### src/design/qsd_top_dummy_placeholder.sv
// The registered result port of the decoder is held in qsd_back; this file
// carries no code, and the pixel-format helper sits in qsd_front.

### src/design/qsd_pkg.sv
// Shared types and constants for the byte-serial QOI chunk decoder.
// No dependencies; the front end, queue, back end and top level import it.

package qsd_pkg;

  // configuration port
  localparam int unsigned CfgAddrW = 1;
  localparam logic [CfgAddrW-1:0] CFG_FRAME_WIDTH  = 1'b0;
  localparam logic [CfgAddrW-1:0] CFG_FRAME_HEIGHT = 1'b1;

  // full-byte opcodes and two-bit op tags
  localparam logic [7:0] OP_RGB_BYTE  = 8'hFE;
  localparam logic [7:0] OP_RGBA_BYTE = 8'hFF;
  localparam logic [1:0] TAG_INDEX = 2'b00;
  localparam logic [1:0] TAG_DIFF  = 2'b01;
  localparam logic [1:0] TAG_LUMA  = 2'b10;
  localparam logic [1:0] TAG_RUN   = 2'b11;

  // channel arithmetic constants (mod 256)
  localparam logic [7:0] ALPHA_OPAQUE = 8'd255;
  localparam logic [7:0] DIFF_BIAS    = 8'd254;
  localparam logic [7:0] LUMA_G_BIAS  = 8'd224;
  localparam logic [7:0] LUMA_RB_BIAS = 8'd8;

  // op still collecting operand bytes
  typedef enum logic [1:0] {
    PEND_NONE = 2'd0,
    PEND_RGB  = 2'd1,
    PEND_RGBA = 2'd2,
    PEND_LUMA = 2'd3
  } pend_e;

  // one pixel, element 0 red, 1 green, 2 blue, 3 alpha
  typedef logic [3:0][7:0] rgba_t;

  typedef struct packed {
    logic [7:0] data_byte;
    logic       frame_start;
  } in_item_t;

  typedef struct packed {
    logic [15:0] pixel_rgb565;
    logic        last_of_item;
    logic        frame_done;
  } out_item_t;

  // decoded command from front to back: pixel repeated count times
  typedef struct packed {
    logic [15:0] pixel;
    logic [5:0]  count;
    logic        done;
  } cmd_t;

endpackage

### src/design/qsd_front.sv
// Front end: byte intake, op decode, pixel state, hash index and clipping.
// Depends on qsd_pkg; feeds decoded commands into qsd_fifo.

module qsd_front
  import qsd_pkg::*;
#(
  parameter int unsigned Depth  = 4,
  parameter int unsigned LevelW = $clog2(Depth + 1)
) (
  input  logic                clk_i,
  input  logic                rst_ni,
  input  logic                push_i,
  output logic                full_o,
  input  in_item_t            in_item_i,
  input  logic                cfg_valid_i,
  output logic                cfg_ready_o,
  input  logic [CfgAddrW-1:0] cfg_addr_i,
  input  logic [15:0]         cfg_wdata_i,
  input  logic [LevelW-1:0]   fifo_level_i,
  output logic                cmd_valid_o,
  output cmd_t                cmd_o
);

  function automatic logic [5:0] rgba_hash(input rgba_t p);
    rgba_hash = p[0][5:0] * 6'd3 + p[1][5:0] * 6'd5 + p[2][5:0] * 6'd7
              + p[3][5:0] * 6'd11;
  endfunction

  function automatic logic [15:0] rgb565_swapped(input rgba_t p);
    logic [15:0] v;
    v = {p[0][7:3], p[1][7:2], p[2][7:3]};
    rgb565_swapped = {v[7:0], v[15:8]};
  endfunction

  // configuration and frame size product
  logic [15:0] width_q, height_q;
  logic [31:0] total_q;
  logic        cfg_we;

  assign cfg_ready_o = 1'b1;
  assign cfg_we      = cfg_valid_i && cfg_ready_o;

  always_ff @(posedge clk_i or negedge rst_ni) begin
    if (!rst_ni) begin
      width_q  <= '0;
      height_q <= '0;
      total_q  <= '0;
    end else if (cfg_we) begin
      if (cfg_addr_i == CFG_FRAME_WIDTH) begin
        width_q <= cfg_wdata_i;
        total_q <= {16'd0, cfg_wdata_i} * {16'd0, height_q};
      end else begin
        height_q <= cfg_wdata_i;
        total_q  <= {16'd0, width_q} * {16'd0, cfg_wdata_i};
      end
    end
  end

  // intake stage: the byte is held in a register while the index read completes
  logic     accept;
  logic     s0_v_q;
  in_item_t s0_q;

  assign accept = push_i && !full_o;
  assign full_o = ({1'b0, fifo_level_i} + {{LevelW{1'b0}}, s0_v_q})
                  >= (LevelW + 1)'(Depth);

  always_ff @(posedge clk_i or negedge rst_ni) begin
    if (!rst_ni) begin
      s0_v_q <= 1'b0;
    end else begin
      s0_v_q <= accept;
    end
  end

  always_ff @(posedge clk_i) begin
    if (accept) begin
      s0_q <= in_item_i;
    end
  end

  // pixel state
  rgba_t       pix_q, pix_d;
  pend_e       pend_q, pend_d;
  logic [2:0]  await_q, await_d;
  logic [5:0]  dg_q, dg_d;
  logic [31:0] emitted_q, emitted_d;

  // hash index memory with per-entry valid bits
  rgba_t       idx_mem [64];
  rgba_t       rdata_q;
  logic [63:0] idx_valid_q, idx_valid_d;
  logic        fwd_hit_q;
  rgba_t       fwd_data_q;
  logic        idx_we;
  logic [5:0]  idx_waddr;

  always_ff @(posedge clk_i) begin
    if (idx_we) begin
      idx_mem[idx_waddr] <= pix_d;
    end
    if (accept) begin
      rdata_q <= idx_mem[in_item_i.data_byte[5:0]];
    end
    fwd_data_q <= pix_d;
  end

  // read that meets a write at the same edge takes the written pixel
  always_ff @(posedge clk_i or negedge rst_ni) begin
    if (!rst_ni) begin
      fwd_hit_q <= 1'b0;
    end else begin
      fwd_hit_q <= idx_we && (idx_waddr == in_item_i.data_byte[5:0]);
    end
  end

  // frame start clears every valid bit, a write then marks its entry
  always_comb begin
    idx_valid_d = idx_valid_q;
    if (s0_v_q && s0_q.frame_start) begin
      idx_valid_d = '0;
    end
    if (idx_we) begin
      idx_valid_d[idx_waddr] = 1'b1;
    end
  end

  always_ff @(posedge clk_i or negedge rst_ni) begin
    if (!rst_ni) begin
      idx_valid_q <= '0;
    end else begin
      idx_valid_q <= idx_valid_d;
    end
  end

  // decode of the held byte
  rgba_t       pix_base, entry;
  pend_e       pend_base;
  logic [2:0]  await_base, need;
  logic [5:0]  dg_base;
  logic [31:0] emitted_base, remaining;
  logic [7:0]  b, vg;
  logic [1:0]  pos;
  logic        frame_full, emit, done;
  logic [5:0]  count, clipped;

  always_comb begin
    b = s0_q.data_byte;
    if (s0_q.frame_start) begin
      pix_base     = {ALPHA_OPAQUE, 8'd0, 8'd0, 8'd0};
      pend_base    = PEND_NONE;
      await_base   = '0;
      dg_base      = '0;
      emitted_base = '0;
      entry        = '0;
    end else begin
      pix_base     = pix_q;
      pend_base    = pend_q;
      await_base   = await_q;
      dg_base      = dg_q;
      emitted_base = emitted_q;
      if (fwd_hit_q) begin
        entry = fwd_data_q;
      end else if (idx_valid_q[b[5:0]]) begin
        entry = rdata_q;
      end else begin
        entry = '0;
      end
    end

    frame_full = emitted_base >= total_q;
    pix_d      = pix_base;
    pend_d     = pend_base;
    await_d    = await_base;
    dg_d       = dg_base;
    emit       = 1'b0;
    count      = 6'd1;
    vg         = {2'b00, dg_base} + LUMA_G_BIAS;
    need       = (pend_base == PEND_RGBA) ? 3'd4 : 3'd3;
    pos        = 2'(need - await_base);

    if (!frame_full) begin
      if (pend_base == PEND_LUMA) begin
        pix_d[0] = pix_base[0] + vg - LUMA_RB_BIAS + {4'd0, b[7:4]};
        pix_d[1] = pix_base[1] + vg;
        pix_d[2] = pix_base[2] + vg - LUMA_RB_BIAS + {4'd0, b[3:0]};
        await_d  = '0;
        pend_d   = PEND_NONE;
        emit     = 1'b1;
      end else if (pend_base != PEND_NONE) begin
        // operand byte of a full-color op
        pix_d[pos] = b;
        await_d    = await_base - 3'd1;
        if (await_d == 3'd0) begin
          pend_d = PEND_NONE;
          emit   = 1'b1;
        end
      end else if (b == OP_RGB_BYTE) begin
        pend_d  = PEND_RGB;
        await_d = 3'd3;
      end else if (b == OP_RGBA_BYTE) begin
        pend_d  = PEND_RGBA;
        await_d = 3'd4;
      end else begin
        unique case (b[7:6])
          TAG_INDEX: begin
            pix_d = entry;
            emit  = 1'b1;
          end
          TAG_DIFF: begin
            pix_d[0] = pix_base[0] + {6'd0, b[5:4]} + DIFF_BIAS;
            pix_d[1] = pix_base[1] + {6'd0, b[3:2]} + DIFF_BIAS;
            pix_d[2] = pix_base[2] + {6'd0, b[1:0]} + DIFF_BIAS;
            emit     = 1'b1;
          end
          TAG_LUMA: begin
            pend_d  = PEND_LUMA;
            await_d = 3'd1;
            dg_d    = b[5:0];
          end
          default: begin
            count = b[5:0] + 6'd1;
            emit  = 1'b1;
          end
        endcase
      end
    end

    // clip the pixel count at the frame size
    remaining = total_q - emitted_base;
    done      = (remaining[31:6] == '0) && (count >= remaining[5:0]);
    clipped   = done ? remaining[5:0] : count;
    emitted_d = emitted_base;
    if (emit) begin
      emitted_d = done ? total_q : emitted_base + 32'(count);
    end

    idx_waddr   = rgba_hash(pix_d);
    idx_we      = s0_v_q && emit;
    cmd_valid_o = s0_v_q && emit;
    cmd_o.pixel = rgb565_swapped(pix_d);
    cmd_o.count = clipped;
    cmd_o.done  = done;
  end

  always_ff @(posedge clk_i or negedge rst_ni) begin
    if (!rst_ni) begin
      pix_q     <= {ALPHA_OPAQUE, 8'd0, 8'd0, 8'd0};
      pend_q    <= PEND_NONE;
      await_q   <= '0;
      dg_q      <= '0;
      emitted_q <= '0;
    end else if (s0_v_q) begin
      pix_q     <= pix_d;
      pend_q    <= pend_d;
      await_q   <= await_d;
      dg_q      <= dg_d;
      emitted_q <= emitted_d;
    end
  end

endmodule

### src/design/qsd_fifo.sv
// Short command queue between the decode front end and the pixel back end.
// Depends on qsd_pkg for the command type.

module qsd_fifo
  import qsd_pkg::*;
#(
  parameter int unsigned Depth  = 4,
  parameter int unsigned LevelW = $clog2(Depth + 1)
) (
  input  logic              clk_i,
  input  logic              rst_ni,
  input  logic              wr_en_i,
  input  cmd_t              wr_cmd_i,
  input  logic              rd_en_i,
  output cmd_t              rd_cmd_o,
  output logic              empty_o,
  output logic [LevelW-1:0] level_o
);

  localparam int unsigned PtrW = (Depth > 1) ? $clog2(Depth) : 1;

  cmd_t              slots_q [Depth];
  logic [PtrW-1:0]   wr_ptr_q, rd_ptr_q;
  logic [LevelW-1:0] level_q;

  assign empty_o  = (level_q == '0);
  assign level_o  = level_q;
  assign rd_cmd_o = slots_q[rd_ptr_q];

  always_ff @(posedge clk_i) begin
    if (wr_en_i) begin
      slots_q[wr_ptr_q] <= wr_cmd_i;
    end
  end

  // pointers and fill level
  always_ff @(posedge clk_i or negedge rst_ni) begin
    if (!rst_ni) begin
      wr_ptr_q <= '0;
      rd_ptr_q <= '0;
      level_q  <= '0;
    end else begin
      if (wr_en_i) begin
        wr_ptr_q <= (wr_ptr_q == PtrW'(Depth - 1)) ? '0 : wr_ptr_q + 1'b1;
      end
      if (rd_en_i) begin
        rd_ptr_q <= (rd_ptr_q == PtrW'(Depth - 1)) ? '0 : rd_ptr_q + 1'b1;
      end
      if (wr_en_i && !rd_en_i) begin
        level_q <= level_q + 1'b1;
      end else if (!wr_en_i && rd_en_i) begin
        level_q <= level_q - 1'b1;
      end
    end
  end

  // the front end must never overrun the queue
  assert property (@(posedge clk_i) disable iff (!rst_ni)
    wr_en_i && !rd_en_i |-> level_q < LevelW'(Depth))
    else $error("command queue overflow");

  assert property (@(posedge clk_i) disable iff (!rst_ni)
    rd_en_i |-> !empty_o)
    else $error("command queue underflow");

endmodule

### src/design/qsd_back.sv
// Back end: expands each command into its run of pixels, one per cycle while pop is held.
// Depends on qsd_pkg; drains qsd_fifo and drives the result port.

module qsd_back
  import qsd_pkg::*;
(
  input  logic      clk_i,
  input  logic      rst_ni,
  input  logic      fifo_empty_i,
  input  cmd_t      fifo_cmd_i,
  output logic      fifo_rd_o,
  output logic      empty_o,
  input  logic      pop_i,
  output out_item_t out_item_o
);

  logic        act_v_q;
  logic [15:0] pix_q;
  logic [5:0]  left_q;
  logic        done_q;
  logic        last, take, pop_ok;

  assign last     = (left_q == 6'd1);
  assign pop_ok   = pop_i && act_v_q;
  assign take     = !fifo_empty_i && (!act_v_q || (pop_ok && last));
  assign fifo_rd_o = take;

  assign empty_o                 = !act_v_q;
  assign out_item_o.pixel_rgb565 = pix_q;
  assign out_item_o.last_of_item = last;
  assign out_item_o.frame_done   = last && done_q;

  // active command and remaining pixels of its run
  always_ff @(posedge clk_i or negedge rst_ni) begin
    if (!rst_ni) begin
      act_v_q <= 1'b0;
      left_q  <= '0;
    end else if (take) begin
      act_v_q <= 1'b1;
      left_q  <= fifo_cmd_i.count;
    end else if (pop_ok) begin
      left_q <= left_q - 6'd1;
      if (last) begin
        act_v_q <= 1'b0;
      end
    end
  end

  always_ff @(posedge clk_i) begin
    if (take) begin
      pix_q  <= fifo_cmd_i.pixel;
      done_q <= fifo_cmd_i.done;
    end
  end

  assert property (@(posedge clk_i) disable iff (!rst_ni)
    act_v_q |-> left_q != 6'd0)
    else $error("active run with no pixels left");

  assert property (@(posedge clk_i) disable iff (!rst_ni)
    pop_ok && !last |=> act_v_q && $stable(pix_q))
    else $error("run cut short before its last pixel");

endmodule

### src/design/qoi_stream_decoder_rgb565.sv
// QOI chunk-stream decoder with byte-swapped RGB565 pixel output. Compressed
// bytes are accepted at one per cycle while full is low; a byte that completes
// a pixel passes the intake register and hash index read, is then decoded into
// the command queue, and then moves from the queue to the output register.
// Each decoded pixel stays on the output until it is popped, so a run byte of n
// pixels holds the result port for n pops while input keeps flowing until the
// FifoDepth-entry command queue fills; sustained input rate is then set by the
// pixel count per byte. The 64-entry hash index uses per-entry valid bits, so
// frame_start clears it at once and no clearing pass is needed after reset.
// Depends on qsd_pkg, qsd_front, qsd_fifo and qsd_back.

module qoi_stream_decoder_rgb565
  import qsd_pkg::*;
#(
  parameter int unsigned FifoDepth = 4
) (
  input  logic                clk_i,
  input  logic                rst_ni,
  input  logic                push,
  output logic                full,
  input  in_item_t            in_item_i,
  output logic                empty,
  input  logic                pop,
  output out_item_t           out_item_o,
  input  logic                cfg_valid_i,
  output logic                cfg_ready_o,
  input  logic [CfgAddrW-1:0] cfg_addr_i,
  input  logic [15:0]         cfg_wdata_i
);

  localparam int unsigned LevelW = $clog2(FifoDepth + 1);

  logic              cmd_valid, fifo_rd, fifo_empty;
  cmd_t              cmd, head_cmd;
  logic [LevelW-1:0] fifo_level;

  // decode front end
  qsd_front #(
    .Depth  (FifoDepth),
    .LevelW (LevelW)
  ) u_front (
    .clk_i        (clk_i),
    .rst_ni       (rst_ni),
    .push_i       (push),
    .full_o       (full),
    .in_item_i    (in_item_i),
    .cfg_valid_i  (cfg_valid_i),
    .cfg_ready_o  (cfg_ready_o),
    .cfg_addr_i   (cfg_addr_i),
    .cfg_wdata_i  (cfg_wdata_i),
    .fifo_level_i (fifo_level),
    .cmd_valid_o  (cmd_valid),
    .cmd_o        (cmd)
  );

  // command queue
  qsd_fifo #(
    .Depth  (FifoDepth),
    .LevelW (LevelW)
  ) u_fifo (
    .clk_i    (clk_i),
    .rst_ni   (rst_ni),
    .wr_en_i  (cmd_valid),
    .wr_cmd_i (cmd),
    .rd_en_i  (fifo_rd),
    .rd_cmd_o (head_cmd),
    .empty_o  (fifo_empty),
    .level_o  (fifo_level)
  );

  // pixel run back end
  qsd_back u_back (
    .clk_i        (clk_i),
    .rst_ni       (rst_ni),
    .fifo_empty_i (fifo_empty),
    .fifo_cmd_i   (head_cmd),
    .fifo_rd_o    (fifo_rd),
    .empty_o      (empty),
    .pop_i        (pop),
    .out_item_o   (out_item_o)
  );

endmodule

### config.mk
export PLATFORM = sky130hd
export DESIGN_NAME = qoi_stream_decoder_rgb565
export DESIGN_NICKNAME = d
export VERILOG_FILES = /design/src/design/qsd_top_dummy_placeholder.sv /design/src/design/qsd_pkg.sv /design/src/design/qsd_front.sv /design/src/design/qsd_fifo.sv /design/src/design/qsd_back.sv /design/src/design/qoi_stream_decoder_rgb565.sv
export SDC_FILE = /design/constraint.sdc
export NUM_CORES = 2
export LEC_CHECK = 0
export BUFFER_PORTS_ARGS = -buffer_cell sky130_fd_sc_hd__clkbuf_2
export CAP_MARGIN = 40
export CORE_MARGIN = 2
export CORE_UTILIZATION = 58
export DETAILED_ROUTE_END_ITERATION = 7
export PLACE_DENSITY = 0.82
export SYNTH_ARGS = -nofsm -noshare
export SYNTH_HDL_FRONTEND = slang
export SYNTH_SLANG_ARGS = --single-unit
### constraint.sdc
create_clock -name clk_i -period 16.5 [get_ports clk_i]
set_input_delay 1.65 -clock clk_i [delete_from_list [all_inputs] [get_ports clk_i]]
set_output_delay 1.65 -clock clk_i [all_outputs]
set_load 0.1 [all_outputs]
==> Word level (Yosys, flattened, before mapping) <==
Memory sizes are Yosys's and may differ from the RTL's. A register that Yosys moved wholly into a read port is not among the register bits.
Index checks and enable logic that the tools add are counted.
{ "word_totals": {"ff_bits": 277, "ram_bits": 2140, "output_inout_bits": 21, "memories": 2} }
{ "mem_list": {"columns": ["name", "depth", "word_bits", "read_ports", "rd_clocked_by_memory_dff", "wr", "line_no", "rtl"], "rows": [
  ["u_front.idx_mem", 64, 32, 1, 1, 1, "qsd_front.sv:90", "rgba_t idx_mem [64];"],
  ["u_fifo.slots_q", 4, 23, 1, 0, 1, "qsd_fifo.sv:22", "cmd_t slots_q [Depth];"]
]} }
{ "op_classes": {"n_addsub": 28, "multipliers": 6, "order_cmp": 8, "n_eq_ne": 10, "n_mux": 73, "bitwise": 2, "reduce_logical": 31} }
{ "op_table": {"columns": ["op", "n"], "rows": [
  ["32-bit two-way mux", 12],
  ["64-bit two-way mux", 2],
  ["6-bit two-way mux", 16],
  ["16-bit by 16-bit multiplier with 32-bit output", 2],
  ["64-bit OR", 1],
  ["24-bit case mux with 2 select lines", 1],
  ["32-bit by 6-bit adder with 32-bit output", 1],
  ["32-bit bitwise mux", 1],
  ["32-bit >= comparator", 1],
  ["32-bit subtractor", 1],
  ["3-bit two-way mux", 9],
  ["26-bit zero test", 1],
  ["8-bit by 2-bit adder with 8-bit output", 3],
  ["8-bit adder", 3],
  ["8-bit adder, second input constant", 3],
  ["24-bit two-way mux", 1],
  ["8-bit two-way mux", 3],
  ["2-bit two-way mux", 11],
  ["6-bit adder", 3],
  ["8-bit by 4-bit adder with 8-bit output", 2],
  ["8-bit demux with 2-bit select", 1],
  ["8-bit equality test, second input constant", 2],
  ["8-bit by 4-bit subtractor with 8-bit output, second input constant", 2],
  ["6-bit by 7-bit less-than comparator with 1-bit output, second input constant", 2],
  ["32 further kinds", 74]
]} }

==> Depth between registers and ports, before layout <==
{ "depth": {"ltp_word": 22, "mapped_depth": 42, "ltp_nobuf": 32} }

==> Modules after synthesis <==
A second synthesis with hierarchy kept.
{ "unflattened": {"hier_cells": 7125, "area_unflattened_um2": 113531.4} }
{ "modules_own_cells": {"columns": ["module", "instances", "cells_each", "area_each_um2"], "rows": [
  ["qsd_front", 1, 6903, 108803.1],
  ["qsd_fifo", 1, 157, 3767.4],
  ["qsd_back", 1, 65, 960.9]
]} }

==> Least setup slack after synthesis <==
Ideal clock, no wire load.
{ "synth_path": {"path_kind": "register to register", "startpoint": "reg u_front.s0_q[0] (netlist name)", "endpoint": "mem u_front.idx_mem[22][0] (netlist name) (enable)", "setup_ns": 0.507, "arrival_time_ns": 14.837, "required_time_ns": 15.993, "setup_slack_ns": 1.156, "path_stages_with_launch": 36, "path_cell_list": "edfxtp_1 clkbuf_1 clkbuf_1 clkbuf_1 clkbuf_1 buf_1 clkbuf_1 nor2b_1 ha_1 inv_1 fa_1 nand3_1 a21o_1 a21oi_1 o21ai_0 a31o_2 clkbuf_1 buf_1 o21ai_0 inv_1 fa_1 fa_1 fa_1 fa_1 fa_1 inv_1 ha_1 a21o_1 a21oi_1 xnor2_1 xnor2_1 xnor2_1 xnor3_1 xnor2_1 xnor3_2 nor4b_1"} }
{ "synth_lines": {"columns": ["element", "line_no", "rtl"], "rows": [
  ["from (decl)", "qsd_front.sv:62", "in_item_t s0_q;"],
  ["from (signal assigned)", "qsd_front.sv:78", "s0_q <= in_item_i;"],
  ["to (decl)", "qsd_front.sv:90", null]
]} }

==> results_dict.tcl <==
set metrics [dict create \
    status "finished with violations" \
    failed_checks "design-rule violations" \
    hp-class "flip-flop to flip-flop" \
    cts_resized 0 \
    drtAntennaViolNets 0 \
    grt_pass1_wl_mm 498 \
    drc_errors 558 \
    syn_nets 7836 \
    path_max_fanout 67 \
    max_slew_margin_pct 29.4 \
    yosys-top-cells-count "edfxtp_1 (2068), mux4_2 (667), inv_1 (627)" \
    io_pins 52 \
    synth-seq-cells 2315 \
    finalClockSkew_ns 0.104 \
    yosysWarnings 0 \
    rsz0062_at_grt "false" \
    worst_slew_pin_slew_ns 1.06 \
    tns_ns 0 \
    syn2layout_area_growth_pct 11.8 \
    cp.required_ns 17.08 \
    synthCells 7033 \
    avgSynthCellArea_um2 16.0 \
    dieWidth_um 445 \
    async_reset_ff_share_pct 9.37 \
    worst-path-buf-inv 11 \
    synth_cell_type_count 88 \
    critical_path.slowest_cell "nor2_4" \
    hpwl_mm 201 \
    cpMostUsedCell "buf_4" \
    vias_per_cell 6.98 \
    routedWlPerCell_um 34.7 \
    place_congestion 0.942 \
    drtIter0Drc 11986 \
    synth_most_common_cell "edfxtp_1" \
    cts.sinks 2315 \
    clk_latency_ns 0.94 \
    portBuffers 50 \
    vias 69008 \
    core-area_um2 193000 \
    grt_pass1_vias 68536 \
    dr.pass1.iters 8 \
    drive_above_1_share_pct 20.1 \
    r2r_slack_ns 3.87 \
    cts_tree "done" \
    cts_buffers 222 \
    antenna_found_initial 65 \
    postCtsHoldBufs 0 \
    totalWireLength_mm 343 \
    gr-total-overflow 0 \
    max_clock_freq_mhz 79.2 \
    ys_seq_area_share_pct 60.4 \
    cp_top_family "adder cells" \
    die_h_um 445 \
    htreeDepth 4 \
    final_area_um2 126000 \
    cp.arrival_ns 13.21 \
    setup_viol 0 \
    path_clk_slew_ns 0.07 \
    startpoint_type "flip-flop" \
    netlist_area_um2 113000 \
    end_kind "flip-flop" \
    synth_top_area_cell "edfxtp_1" \
    cts_max_path_buffers 3 \
    die-area_um2 198000 \
    n_fill_cell 12222 \
    synth_top_cell_area_share_pct 55.0 \
    drv_slew 0 \
    finalHoldViolations 0 \
    cts_root_buffer "clkbuf_16" \
    dpl-instance-area_um2 118000 \
    slowest_delay_ns 0.82 \
    row_count 161 \
    crit_type "flip-flop to flip-flop" \
    post_cts_buffers 0 \
    start_util_pct 58.5 \
    track_usage_pct 35.3 \
    max_cap_violations 0 \
    ys_top_cells_by_area "edfxtp_1 (55%), mux4_2 (13%), fa_1 (7.6%)" \
    synth_ff_type "edfxtp_1" \
    timing.final.crit_period_ns 12.63 \
    synth-edff-count 2068 \
    grt_max_degree 141 \
    period_share_pct 76.6 \
    fin_nets 7937 \
]
==> worst register-to-register path: cells and delay by family, from the launching register on <==
family	cells	cell delay [ns]
AND/OR/NAND/NOR	6	2.58
flip-flops	1	0.37
adder cells (fa/ha/maj)	7	3.29
buffers and inverters	11	2.81
AO/OA/AOI/OAI	6	1.48
XOR/XNOR	6	1.74
==> routing by layer <==
metal  global-route usage (%)  vias to the layer above  routed length (µm)
met5                     1.76                        -                 886
met4                     20.1                       58               25800
met3                     13.0                     1594               47500
met2                     53.1                     5973              156000
met1                     44.3                    34884              113000
li1                         -                    26499                   -
==> registers in the layout (all words and copies together), names as in the netlist <==
signal               cells
u_fifo.wr_ptr_q          2
u_front.s0_v_q           1
u_front.height_q        16
u_front.await_q          3
u_front.rdata_q         30
u_fifo.slots_q          92
u_fifo.level_o           3
u_front.width_q         16
u_back.pix_q            16
u_back.act_v_q           1
u_front.fwd_hit_q        1
u_front.pix_q           30
u_front.fwd_data_q      30
u_front.s0_q             1
u_front.total_q         32
u_back.left_q            6
u_back.done_q            1
u_front.pend_q           2
u_fifo.rd_ptr_q          2
u_front.emitted_q       32
u_front.dg_q             6
u_front.b                8
u_front.idx_valid_q     64
u_front.idx_mem       1920
==> cell usage in the layout (no fill, tap or decap), types with 50 or more instances in the layout <==
cell / count
a21o_1: 59
a21oi_1: 195
and2_1: 180
buf_16: 50
buf_4: 99
clkbuf_16: 224
clkinv_2: 57
dfrtp_1: 210
edfxtp_1: 2068
fa_1: 428
ha_1: 344
inv_1: 620
mux2_2: 61
mux4_2: 667
nand2_1: 598
nor2_1: 205
nor2_4: 58
o21ai_0: 187
xnor2_1: 107
==> logic make-up (layout without fill, tap and decap cells) <==
kind of cell / count (synthesis) / after routing / synth area share (%)
adder cells (fa/ha/maj): 772 / 772 / 11.4
other: 1 / 31 / 0.00332
XOR/XNOR: 147 / 147 / 1.17
buffers and inverters: 1001 / 1297 / 3.37
flip-flops: 2315 / 2315 / 60.4
multiplexers: 762 / 762 / 14.3
AND/OR/NAND/NOR: 1322 / 1322 / 5.40
AO/OA/AOI/OAI: 713 / 713 / 3.99
==> area by class of cell <==
cell class                      count  area [µm²]  area share [%]
Clock inverter                    156        1650            1.30
Inverter                          629        2360            1.87
Sequential cell                  2315       68100            54.0
Timing Repair Buffer              249        3360            2.66
Multi-Input combinational cell   3717       41600            33.0
Antenna cell                       30        75.1          0.0595
Tap cell                         2526        3160            2.50
Clock buffer                      263        5840            4.63
==> through the flow <==
stage	setup WS [ns]	hold WS [ns]	std cells	util, %
after detailed placement	4.76	0.471	9425	61.4
after floorplan	1.16	0.442	7033	-
after CTS	4.27	0.484	9844	65.2
after global placement	4.17	0.454	9337	60.3
final	3.87	0.487	9885	65.4
after global routing	3.62	0.502	9867	65.4
==> final timing paths <==
path,startpoint,endpoint,cells past startpoint
worst max-delay path,u_front.s0_q[0],u_front.idx_mem[4][13],36
worst min-delay path,u_front.emitted_q[31],u_front.emitted_q[31],2
worst max register to register,u_front.s0_q[0],u_front.idx_mem[4][13],36
worst min register to register,u_front.emitted_q[31],u_front.emitted_q[31],2
max in group asynchronous,rst_ni,u_front.pix_q[2],4
min in group asynchronous,rst_ni,u_front.width_q[4],1
Power is left out: the tool's default activity adds up to more than one toggle a clock period on the data nets, which glitch-free logic cannot reach.
